**src/rtl/tes_pkg.sv**
```systemverilog
// shared constants and types for the timing error statistics block
// no dependencies
package tes_pkg;

   localparam int TIME_BITS_DEF  = 48;
   localparam int COUNT_BITS_DEF = 32;
   localparam int SUM_BITS       = 64;
   localparam int QUEUE_DEPTH    = 4;

   localparam logic [SUM_BITS-1:0] SUM_MAX = {1'b0, {(SUM_BITS-1){1'b1}}};
   localparam logic [SUM_BITS-1:0] SUM_MIN = {1'b1, {(SUM_BITS-1){1'b0}}};

   typedef enum logic [1:0] {
      OP_MARK   = 2'd0,
      OP_EDGE   = 2'd1,
      OP_REPORT = 2'd2
   } op_type;

   typedef enum logic {
      CMD_SAMPLE = 1'b0,
      CMD_REPORT = 1'b1
   } cmd_type;

   typedef enum logic [2:0] {
      BK_IDLE   = 3'b001,
      BK_DIVIDE = 3'b010,
      BK_OUTPUT = 3'b100
   } back_state_type;

endpackage

```
**src/rtl/tes_queue.sv**
```systemverilog
// small command queue between the front and back parts
// depends on tes_pkg
module tes_queue #(
   parameter int WIDTH = 50
) (
   input  logic             clock,
   input  logic             reset,
   input  logic             in_valid,
   output logic             in_ready,
   input  logic [WIDTH-1:0] in_data,
   output logic             out_valid,
   input  logic             out_ready,
   output logic [WIDTH-1:0] out_data
);
   import tes_pkg::*;

   localparam int PTR_W = $clog2(QUEUE_DEPTH);
   localparam int CNT_W = $clog2(QUEUE_DEPTH + 1);

   logic [WIDTH-1:0] slot_ff [QUEUE_DEPTH];
   logic [PTR_W-1:0] wr_ptr_ff, wr_ptr_in;
   logic [PTR_W-1:0] rd_ptr_ff, rd_ptr_in;
   logic [CNT_W-1:0] fill_ff, fill_in;
   logic             push, pop;

   assign in_ready  = fill_ff != CNT_W'(QUEUE_DEPTH);
   assign out_valid = fill_ff != '0;
   assign out_data  = slot_ff[rd_ptr_ff];
   assign push      = in_valid && in_ready;
   assign pop       = out_valid && out_ready;

   always_comb begin
      wr_ptr_in = push ? wr_ptr_ff + PTR_W'(1) : wr_ptr_ff;
      rd_ptr_in = pop ? rd_ptr_ff + PTR_W'(1) : rd_ptr_ff;
      fill_in   = fill_ff;
      if (push && !pop) begin
         fill_in = fill_ff + CNT_W'(1);
      end else if (pop && !push) begin
         fill_in = fill_ff - CNT_W'(1);
      end
   end

   always_ff @(posedge clock) begin
      if (reset) begin
         wr_ptr_ff <= '0;
         rd_ptr_ff <= '0;
         fill_ff   <= '0;
      end else begin
         wr_ptr_ff <= wr_ptr_in;
         rd_ptr_ff <= rd_ptr_in;
         fill_ff   <= fill_in;
      end
   end

   always_ff @(posedge clock) begin
      if (push) begin
         slot_ff[wr_ptr_ff] <= in_data;
      end
   end

endmodule

```
**src/rtl/tes_front.sv**
```systemverilog
// front part: takes request transfers, keeps the due time and arm flag,
// forms timing errors and report commands; depends on tes_pkg
module tes_front #(
   parameter int TIME_BITS = tes_pkg::TIME_BITS_DEF
) (
   input  logic                 clock,
   input  logic                 reset,
   input  logic                 req_tvalid,
   output logic                 req_tready,
   input  logic [1:0]           req_tuser,
   input  logic [TIME_BITS-1:0] req_tdata,
   output logic                 cmd_valid,
   input  logic                 cmd_ready,
   output logic [TIME_BITS+1:0] cmd_data
);
   import tes_pkg::*;

   localparam int ERR_BITS = TIME_BITS + 1;

   op_type               op;
   logic                 accept;
   logic                 armed_ff, armed_in;
   logic [TIME_BITS-1:0] due_ff, due_in;
   logic [ERR_BITS-1:0]  err;
   cmd_type              kind;

   assign op         = op_type'(req_tuser);
   assign req_tready = cmd_ready;
   assign accept     = req_tvalid && req_tready;
   assign err        = {1'b0, req_tdata} - {1'b0, due_ff};

   always_comb begin
      armed_in  = armed_ff;
      due_in    = due_ff;
      cmd_valid = 1'b0;
      kind      = CMD_SAMPLE;
      case (op)
         OP_MARK: begin
            if (accept) begin
               armed_in = 1'b1;
               due_in   = req_tdata;
            end
         end
         OP_EDGE: begin
            cmd_valid = req_tvalid && armed_ff;
            if (accept) begin
               armed_in = 1'b0;
            end
         end
         OP_REPORT: begin
            cmd_valid = req_tvalid;
            kind      = CMD_REPORT;
         end
         default: begin
            cmd_valid = 1'b0;
         end
      endcase
   end

   assign cmd_data = {kind, err};

   always_ff @(posedge clock) begin
      if (reset) begin
         armed_ff <= 1'b0;
      end else begin
         armed_ff <= armed_in;
      end
   end

   always_ff @(posedge clock) begin
      due_ff <= due_in;
   end

endmodule

```
**src/rtl/tes_back.sv**
```systemverilog
// back part: accumulates count, saturating sum, min and max, divides for
// the mean and holds the response register; depends on tes_pkg
module tes_back #(
   parameter int TIME_BITS  = tes_pkg::TIME_BITS_DEF,
   parameter int COUNT_BITS = tes_pkg::COUNT_BITS_DEF
) (
   input  logic                 clock,
   input  logic                 reset,
   input  logic                 cmd_valid,
   output logic                 cmd_ready,
   input  logic [TIME_BITS+1:0] cmd_data,
   output logic                 rsp_tvalid,
   input  logic                 rsp_tready,
   output logic                 rsp_tuser,
   output logic [((COUNT_BITS+4*(TIME_BITS+1)+7)/8)*8-1:0] rsp_tdata
);
   import tes_pkg::*;

   localparam int ERR_BITS = TIME_BITS + 1;
   localparam int RAW_W    = COUNT_BITS + 4 * ERR_BITS;
   localparam int RSP_W    = ((RAW_W + 7) / 8) * 8;
   localparam int STEP_W   = $clog2(SUM_BITS);

   back_state_type        state_ff, state_in;
   logic [COUNT_BITS-1:0] count_ff, count_in;
   logic [SUM_BITS-1:0]   sum_ff, sum_in;
   logic [ERR_BITS-1:0]   low_ff, low_in, high_ff, high_in;
   logic [COUNT_BITS-1:0] div_ff, div_in;
   logic                  has_ff, has_in, neg_ff, neg_in;
   logic [ERR_BITS-1:0]   snap_low_ff, snap_low_in, snap_high_ff, snap_high_in;
   logic [SUM_BITS-1:0]   quo_ff, quo_in;
   logic [COUNT_BITS-1:0] rem_ff, rem_in;
   logic [STEP_W-1:0]     step_ff, step_in;
   logic                  rsp_valid_ff, rsp_valid_in;
   logic                  rsp_has_ff, rsp_has_in;
   logic [RSP_W-1:0]      rsp_data_ff, rsp_data_in;

   cmd_type               kind;
   logic [ERR_BITS-1:0]   err;
   logic                  pop, load;
   logic [SUM_BITS:0]     sum_ext;
   logic [COUNT_BITS:0]   rem_sh;
   logic [COUNT_BITS+1:0] diff;
   logic [SUM_BITS-1:0]   quo_signed;
   logic [ERR_BITS-1:0]   spread;

   assign kind      = cmd_type'(cmd_data[ERR_BITS]);
   assign err       = cmd_data[ERR_BITS-1:0];
   assign cmd_ready = state_ff == BK_IDLE;
   assign pop       = cmd_valid && cmd_ready;
   assign load      = (state_ff == BK_OUTPUT) && (!rsp_valid_ff || rsp_tready);

   assign sum_ext = {sum_ff[SUM_BITS-1], sum_ff}
                  + {{(SUM_BITS+1-ERR_BITS){err[ERR_BITS-1]}}, err};
   assign rem_sh  = {rem_ff, quo_ff[SUM_BITS-1]};
   assign diff    = {1'b0, rem_sh} - {2'b00, div_ff};

   assign quo_signed = neg_ff ? -quo_ff : quo_ff;
   assign spread     = snap_high_ff - snap_low_ff;

   always_comb begin
      state_in     = state_ff;
      count_in     = count_ff;
      sum_in       = sum_ff;
      low_in       = low_ff;
      high_in      = high_ff;
      div_in       = div_ff;
      has_in       = has_ff;
      neg_in       = neg_ff;
      snap_low_in  = snap_low_ff;
      snap_high_in = snap_high_ff;
      quo_in       = quo_ff;
      rem_in       = rem_ff;
      step_in      = step_ff;
      case (state_ff)
         BK_IDLE: begin
            if (pop && kind == CMD_SAMPLE && count_ff != '1) begin
               count_in = count_ff + COUNT_BITS'(1);
               if (sum_ext[SUM_BITS] != sum_ext[SUM_BITS-1]) begin
                  sum_in = sum_ext[SUM_BITS] ? SUM_MIN : SUM_MAX;
               end else begin
                  sum_in = sum_ext[SUM_BITS-1:0];
               end
               if (count_ff == '0 || $signed(err) < $signed(low_ff)) begin
                  low_in = err;
               end
               if (count_ff == '0 || $signed(err) > $signed(high_ff)) begin
                  high_in = err;
               end
            end else if (pop && kind == CMD_REPORT) begin
               div_in       = count_ff;
               has_in       = count_ff != '0;
               neg_in       = sum_ff[SUM_BITS-1];
               quo_in       = sum_ff[SUM_BITS-1] ? -sum_ff : sum_ff;
               rem_in       = '0;
               step_in      = '0;
               snap_low_in  = low_ff;
               snap_high_in = high_ff;
               count_in     = '0;
               sum_in       = '0;
               state_in     = (count_ff != '0) ? BK_DIVIDE : BK_OUTPUT;
            end
         end
         BK_DIVIDE: begin
            if (!diff[COUNT_BITS+1]) begin
               rem_in = diff[COUNT_BITS-1:0];
               quo_in = {quo_ff[SUM_BITS-2:0], 1'b1};
            end else begin
               rem_in = rem_sh[COUNT_BITS-1:0];
               quo_in = {quo_ff[SUM_BITS-2:0], 1'b0};
            end
            step_in = step_ff + STEP_W'(1);
            if (step_ff == STEP_W'(SUM_BITS - 1)) begin
               state_in = BK_OUTPUT;
            end
         end
         BK_OUTPUT: begin
            if (load) begin
               state_in = BK_IDLE;
            end
         end
         default: begin
            state_in = BK_IDLE;
         end
      endcase
   end

   always_comb begin
      rsp_valid_in = rsp_valid_ff;
      rsp_has_in   = rsp_has_ff;
      rsp_data_in  = rsp_data_ff;
      if (load) begin
         rsp_valid_in = 1'b1;
         rsp_has_in   = has_ff;
         if (has_ff) begin
            rsp_data_in = RSP_W'({spread, snap_high_ff, snap_low_ff,
                                  quo_signed[ERR_BITS-1:0], div_ff});
         end else begin
            rsp_data_in = '0;
         end
      end else if (rsp_tready) begin
         rsp_valid_in = 1'b0;
      end
   end

   always_ff @(posedge clock) begin
      if (reset) begin
         state_ff     <= BK_IDLE;
         count_ff     <= '0;
         sum_ff       <= '0;
         rsp_valid_ff <= 1'b0;
      end else begin
         state_ff     <= state_in;
         count_ff     <= count_in;
         sum_ff       <= sum_in;
         rsp_valid_ff <= rsp_valid_in;
      end
   end

   always_ff @(posedge clock) begin
      low_ff       <= low_in;
      high_ff      <= high_in;
      div_ff       <= div_in;
      has_ff       <= has_in;
      neg_ff       <= neg_in;
      snap_low_ff  <= snap_low_in;
      snap_high_ff <= snap_high_in;
      quo_ff       <= quo_in;
      rem_ff       <= rem_in;
      step_ff      <= step_in;
      rsp_has_ff   <= rsp_has_in;
      rsp_data_ff  <= rsp_data_in;
   end

   assign rsp_tvalid = rsp_valid_ff;
   assign rsp_tuser  = rsp_has_ff;
   assign rsp_tdata  = rsp_data_ff;

endmodule

```
**src/rtl/timing_error_statistics.sv**
```systemverilog
// timing error statistics top level: front, command queue and back part
// depends on tes_pkg, tes_front, tes_queue and tes_back
//
// channel  direction  handshake               payload
// req      in         req_tvalid/req_tready   tuser op, tdata time_stamp
// rsp      out        rsp_tvalid/rsp_tready   tuser has_samples, tdata statistics
//
// a mark stays in the front; an armed edge is written into the queue, then accumulated when the back part takes it
// a report with samples runs 64 divide steps before the back part loads the response
// an empty report skips the divider and goes straight to loading the response
// a four-entry queue lets the front keep taking transfers while the back divides
// reset is synchronous and clears the arm flag, statistics, queue and response valid
// a stalled response is held in its register; the back part waits on it
module timing_error_statistics #(
   parameter int TIME_BITS  = tes_pkg::TIME_BITS_DEF,
   parameter int COUNT_BITS = tes_pkg::COUNT_BITS_DEF
) (
   input  logic clock,
   input  logic reset,
   input  logic req_tvalid,
   output logic req_tready,
   // op
   input  logic [1:0] req_tuser,
   // time_stamp
   input  logic [((TIME_BITS+7)/8)*8-1:0] req_tdata,
   output logic rsp_tvalid,
   input  logic rsp_tready,
   // has_samples
   output logic rsp_tuser,
   // sample_count, mean_error, min_error, max_error, error_spread
   output logic [((COUNT_BITS+4*(TIME_BITS+1)+7)/8)*8-1:0] rsp_tdata
);
   import tes_pkg::*;

   localparam int ERR_BITS = TIME_BITS + 1;
   localparam int CMD_W    = ERR_BITS + 1;

   logic             f_valid, f_ready;
   logic [CMD_W-1:0] f_data;
   logic             b_valid, b_ready;
   logic [CMD_W-1:0] b_data;

   tes_front #(
      .TIME_BITS (TIME_BITS)
   ) u_front (
      .clock      (clock),
      .reset      (reset),
      .req_tvalid (req_tvalid),
      .req_tready (req_tready),
      .req_tuser  (req_tuser),
      .req_tdata  (req_tdata[TIME_BITS-1:0]),
      .cmd_valid  (f_valid),
      .cmd_ready  (f_ready),
      .cmd_data   (f_data)
   );

   tes_queue #(
      .WIDTH (CMD_W)
   ) u_queue (
      .clock     (clock),
      .reset     (reset),
      .in_valid  (f_valid),
      .in_ready  (f_ready),
      .in_data   (f_data),
      .out_valid (b_valid),
      .out_ready (b_ready),
      .out_data  (b_data)
   );

   tes_back #(
      .TIME_BITS  (TIME_BITS),
      .COUNT_BITS (COUNT_BITS)
   ) u_back (
      .clock      (clock),
      .reset      (reset),
      .cmd_valid  (b_valid),
      .cmd_ready  (b_ready),
      .cmd_data   (b_data),
      .rsp_tvalid (rsp_tvalid),
      .rsp_tready (rsp_tready),
      .rsp_tuser  (rsp_tuser),
      .rsp_tdata  (rsp_tdata)
   );

`ifndef ASSERT_OFF
   localparam int MIN_LO = COUNT_BITS + 2 * ERR_BITS;
   localparam int MAX_LO = COUNT_BITS + 3 * ERR_BITS;
   localparam int SPR_LO = COUNT_BITS + 4 * ERR_BITS;

   logic [ERR_BITS-1:0] chk_min, chk_max, chk_spread;

   assign chk_min    = rsp_tdata[MIN_LO-1 -: ERR_BITS];
   assign chk_max    = rsp_tdata[MAX_LO-1 -: ERR_BITS];
   assign chk_spread = rsp_tdata[SPR_LO-1 -: ERR_BITS];

   a_empty_zero: assert property (@(posedge clock) disable iff (reset)
      rsp_tvalid && !rsp_tuser |-> rsp_tdata == '0)
      else $error("empty report carries non-zero statistics");

   a_count_set: assert property (@(posedge clock) disable iff (reset)
      rsp_tvalid && rsp_tuser |-> rsp_tdata[COUNT_BITS-1:0] != '0)
      else $error("report with samples has zero count");

   a_spread: assert property (@(posedge clock) disable iff (reset)
      rsp_tvalid && rsp_tuser |->
         chk_spread == ERR_BITS'(chk_max - chk_min) &&
         $signed(chk_max) >= $signed(chk_min))
      else $error("spread does not match max minus min");

   a_front_drop: assert property (@(posedge clock) disable iff (reset)
      f_valid && !f_ready |-> !req_tready)
      else $error("request taken while queue full");
`endif

endmodule
```
**config.mk**
```make
export PLATFORM = sky130hd
export DESIGN_NAME = timing_error_statistics
export DESIGN_NICKNAME = d
export VERILOG_FILES = /design/src/rtl/tes_pkg.sv /design/src/rtl/tes_queue.sv /design/src/rtl/tes_front.sv /design/src/rtl/tes_back.sv /design/src/rtl/timing_error_statistics.sv
export SDC_FILE = /design/constraint.sdc
export NUM_CORES = 2
export LEC_CHECK = 0
export BUFFER_PORTS_ARGS = -buffer_cell sky130_fd_sc_hd__buf_2
export CAP_MARGIN = 10
export CORE_MARGIN = 4
export CORE_UTILIZATION = 56
export DETAILED_ROUTE_END_ITERATION = 7
export PLACE_DENSITY = 0.77
export SYNTH_ARGS = -nofsm -noshare
export SYNTH_HDL_FRONTEND = slang
export SYNTH_SLANG_ARGS = --single-unit
```
**constraint.sdc**
```tcl
create_clock -name clock -period 12.4 [get_ports clock]
set_input_delay 0.62 -clock clock [delete_from_list [all_inputs] [get_ports clock]]
set_output_delay 0.62 -clock clock [all_outputs]
set_load 0.005 [all_outputs]
```
**Yosys cells after proc, flatten, opt, wreduce, memory -nomap -nowiden**

Memories as Yosys holds them, arrays and structs flattened. A register that Yosys moved wholly into a read port is not among the register bits.
Index checks and enable logic that the tools add are counted.
Widths: inputs -> output; s select.

- Memories kept: 1
- Output and inout port bits: 235
- Word-level logic and storage cells: 124
- Register bits after elaboration: 721
- Input bits: 54
- RAM bits: 200

- Reduce and logical (&&, ||, !) cells: 33
- Add/subtract/negate cells: 12
- Magnitude comparators: 2
- Eq/ne operators: 15
- Bitwise gates (word level): 2
- Multiplexer cells: 37

Memory list:

| name | words | bits a word | read ports | clocked after Yosys merged registers in | wr ports | RTL line | text |
|---|---|---|---|---|---|---|---|
| u_queue.slot_ff | 4 | 50 | 1 | 1 | 1 | tes_queue.sv:20 | `logic [WIDTH-1:0] slot_ff [QUEUE_DEPTH];` |

Operator list:

| operator | number |
|---|---|
| $mux 64 | 7 |
| $mux 32 | 4 |
| $pmux 64 s2 | 1 |
| $add 64x49->65 | 1 |
| $neg 64->64 | 1 |
| $pmux 32 s2 | 1 |
| $gt 49x49->1 | 1 |
| $lt 49x49->1 | 1 |
| $mux 49 | 1 |
| $neg 49->49 | 1 |
| $sub 48x48->49 | 1 |
| $sub 49x49->49 | 1 |
| $sub 33x32->34 | 1 |
| $add 32x1->32 const B | 1 |
| $logic_not 32->1 | 1 |
| $ne 32x32->1 const B | 1 |
| $reduce_bool 32->1 | 1 |
| $mux 3 | 7 |
| $reduce_and 3->1 | 5 |
| $mux 6 | 2 |
| $pmux 6 s2 | 1 |
| $logic_and 1x1->1 | 10 |
| $reduce_bool 2->1 | 5 |
| $pmux 3 s3 | 1 |
| 24 further kinds | 44 |

**Longest topological paths before layout**

- Depth in word-level cells: 7
- Mapped depth: 19
- Depth with buffers taken out: 14

**Cells and area by module**

Synthesis repeated with hierarchy kept, for this count alone.

- Cell total of the unflattened synthesis: 4,342
- Area total of the unflattened synthesis: 48,896.9 sq um

By module, submodules not included:

| module | area an instance (sq um) | cells each | sequential area each (sq um) | instances |
|---|---|---|---|---|
| tes_back | 36,741.5 | 3,530 | 18,848.1 | 1 |
| tes_queue | 7,737.4 | 310 | 6,185.9 | 1 |
| tes_front | 4,418.0 | 502 | 1,461.4 | 1 |

**Least setup slack after synthesis**

Ideal clock, no wire load.

- Kind: input port to flip-flop
- From: input port rsp_tready
- To: register u_back.rsp_data_ff[0] (netlist: u_back.rsp_tdata[0]), enable pin
- Data required time: 11.504 ns
- Setup time: 0.896 ns
- Setup slack: -0.182 ns
- Data arrival time: 11.686 ns
- Cell stages on the path: 2
- Cell sequence: inv_1 a21oi_1

- Word-level cells in the longest chain between the ends: 2

Ends and longest elaborated chain:

| item | RTL line | text |
|---|---|---|
| start, declared | timing_error_statistics.sv:27 | `input logic rsp_tready,` |
| $logic_or 1x1->1 | tes_back.sv:51 | `assign load = (state_ff == BK_OUTPUT) && (!rsp_valid_ff \|\| rsp_tready);` |
| $logic_and 1x1->1 | tes_back.sv:51 |  |
| named net u_back.load | tes_back.sv:40 | `logic pop, load;` |
| end signal, assigned | tes_back.sv:172 | `rsp_data_ff <= rsp_data_in;` |
| end, declared | tes_back.sv:36 | `logic [RSP_W-1:0] rsp_data_ff, rsp_data_in;` |

The timed path passes the listed nets, and every way through them passes these cells.
A chain may end at the register's enable or synchronous reset.

==> flow_metrics.tcl <==
set metrics [dict create \
    start_util_pct 56.5 \
    syn2layout_area_growth_pct 12.5 \
    p_switching_uw 5540 \
    synth-seq-cells 919 \
    route.antenna.remaining_nets 0 \
    grt_pass1_vias 32017 \
    setup.worst_path.class "register to register" \
    yosys.area.top_type_share_pct 50.5 \
    routed_via_density 5.86 \
    hold_buffers 0 \
    first_iter_violations 2776 \
    power_frac_comb_pct 42.2 \
    synthSimpleGateAreaFrac_pct 12.3 \
    drv_slew 0 \
    synth_fa_ha_area_share_pct 8.07 \
    p_leak_uw 0.0215 \
    path_clk_slew_ns 0.06 \
    die_y_um 301 \
    coreArea_um2 85100 \
    ios 289 \
    clk_latency_ns 0.68 \
    drive_gt1_share_pct 12.3 \
    slowest_stage "nand2b_1" \
    overflow 0 \
    synth_xor_area_share_pct 5.54 \
    seq_power_share_pct 35.8 \
    ys_seq_area_share_pct 55.1 \
    post_cts_buffers 0 \
    yosysMostFrequentCell "edfxtp_1" \
    max_slew_margin_pct 24.0 \
    synthFlopType "edfxtp_1" \
    numPortBuffers 284 \
    synth_top_family_by_area "compound AO/OA/AOI/OAI gates" \
    path_cells "buf_4 -> mux4_2 -> ha_1 -> a21oi_1 -> o21ai_0 -> a31oi_1 -> o22ai_1 -> nor3b_1 -> a21oi_1 -> a21oi_1 -> o211ai_1 -> mux2i_2 -> buf_4 -> nand2b_1 -> o21ai_0" \
    nets 4885 \
    required_ns 12.97 \
    fin_skew_ns 0.0301 \
    std_cell_rows 107 \
    yosys-top-cells-area "edfxtp_1 (51%), ha_1 (7.9%), dfxtp_1 (4.6%)" \
    arrival_ns 7.13 \
    ys_warn_count 0 \
    fin_tns_setup_ns 0 \
    critPathMaxFanout 34 \
    setup_viol 0 \
    diodes 0 \
    grt_pass1_wl_mm 183 \
    drc 0 \
    place_hpwl_mm 87.1 \
    cts_buffers 94 \
    rsz0062_at_grt "no" \
    min_path_type "input port to register" \
    tightest_slew_ns 1.14 \
    maxCapViolations 0 \
    antenna_found_initial 3 \
    critPathCaptureType "register" \
    cts-root-buf "clkbuf_16" \
    fillerInstances 6607 \
    power_density_nw_per_um2 259 \
    clock_path_buffers 3 \
    ctsResizeCount 0 \
    vias 33669 \
    cts_tree "yes" \
    grt_use_total_pct 25.7 \
    synth_compound_area_share_pct 12.4 \
    cts.sinks 919 \
    slowest_delay_ns 0.68 \
    avgSynthCellArea_um2 11.3 \
    syn_inst 4261 \
    peakVddDrop_mv 0.146 \
    fin_crit_ns 6.56 \
    status "completed" \
    synthMuxAreaShare_pct 2.99 \
    first_pass_iters 6 \
    grt_max_degree 174 \
    synth_edf_count 809 \
    cts-htree-levels 3 \
    synth_area_um2 48100 \
    synth_largest_area_cell "edfxtp_1" \
    finalHoldViolCount 0 \
    synth_cell_types 90 \
    async_flop_share_pct 0 \
    hold_slack_ns 0.151 \
    worstHoldStart "req_tdata[41]" \
    synthTopCellsByCount "edfxtp_1 (809), nor2_1 (388), nand2_1 (335), inv_1 (303), ha_1 (302)" \
    finalCritPeriodShare_pct 52.9 \
    wl_mm 118 \
    start_kind "register" \
    internal_power_uw 8460 \
    gp_congestion 0.939 \
    switching_share_pct 39.6 \
    die-width_um 301 \
    wl_per_cell_um 20.6 \
    clockPowerShare_pct 21.9 \
    fmax_mhz 152 \
    cp_common_cell "a21oi_1" \
    dieArea_um2 90600 \
]
cell usage in the layout (no fill, tap or decap), drive strengths merged, types with 19 or more instances in the layout:
master / instances
nor3: 51
clkbuf: 123
inv: 307
nand2b: 46
o21bai: 30
and3: 24
dfxtp: 110
and2: 76
xnor2: 113
or4: 24
a211oi: 27
clkinv: 28
nor2: 388
o31ai: 43
ha: 302
buf: 313
xor2: 191
or3: 34
o21ai: 282
a21o: 133
a31oi: 26
nor2b: 40
o21a: 27
a21oi: 290
mux4: 50
mux2i: 31
or2: 19
nand4: 72
nand3: 59
edfxtp: 809
nor4: 26
nand2: 335
per-layer routing:
| layer | routed length (um) | vias to the layer above | global-route usage, % | share of wire, % |
|---|---|---|---|---|
| met5 | 0 | - | 0 | 0 |
| met4 | 2820 | 0 | 6.48 | 2.4 |
| met3 | 8500 | 173 | 3.47 | 7.2 |
| met2 | 52800 | 1266 | 39.7 | 45 |
| met1 | 54000 | 16152 | 38.7 | 46 |
| li1 | - | 16078 | - | - |
sequential cells by signal, indices dropped and copies added (netlist names), 49 cells and up, named ones only:
signal and flops:
u_back.rsp_tdata 228, u_back.sum_ff 64, u_back.high_ff 49, u_back.low_ff 49, u_back.snap_low_ff 49, u_back.quo_ff 64
u_queue.slot_ff 200, u_back.snap_high_ff 49
power groups by stage:
| stage | logic (uW) | clock network, uW | registers (uW) |
|---|---|---|---|
| 2_1_floorplan | 4270 | 0 | 4940 |
| 3_3_place_gp | 5720 | 0 | 5030 |
| 3_5_place_dp | 5810 | 0 | 5050 |
| 4_1_cts | 5860 | 3120 | 5000 |
| 5_1_grt | 6540 | 3250 | 5080 |
| 6_report | 5910 | 3070 | 5020 |
metrics by stage:
step | std cells | area (um^2) | setup slack [ns] | utilization (%) | total power, uW
2_1_floorplan | 4264 | 48100 | 2.30 | - | 9210
3_3_place_gp | 5572 | 50700 | 5.97 | 59.5 | 10800
6_report | 5747 | 54100 | 5.84 | 63.5 | 14000
3_5_place_dp | 5572 | 50700 | 5.81 | 59.5 | 10900
5_1_grt | 5747 | 54100 | 5.30 | 63.5 | 14900
4_1_cts | 5747 | 54100 | 5.75 | 63.5 | 14000
worst max-delay path: cells and delay by family, from the launching register on:
family                     cells  cell delay [ns]
muxes                          2             0.97
DFF                            1             0.55
AOI/OAI and AO/OA              8             2.28
and+or+nand+nor                2             1.19
buffers and inverters          2             1.02
adders and majority gates      1             0.39
kinds of logic after synthesis:
family	Yosys count
compound gates	969
simple gates	1227
mux	81
other cells	1
flops	919
xor+xnor	304
buf+inv	453
fa+ha+maj	307
area by class of cell:
cell class,instances,area (um^2),area share [%]
sequential,919,26500,49.0
multi-input combinational,2892,19900,36.9
clock buffer,123,2650,4.90
timing repair buffer,313,1650,3.05
tap,1144,1430,2.65
inverter,304,1150,2.12
clock inverter,52,742,1.37
worst paths after layout:
check	cells past startpoint	slack, ns	end
max	15	5.84	u_back.sum_ff[8]
min	1	0.15	u_front.due_ff[41]
max reg2reg	15	5.84	u_back.sum_ff[8]
min reg2reg	0	0.45	u_back.snap_high_ff[4]
Power figures use the tool's default switching activity.
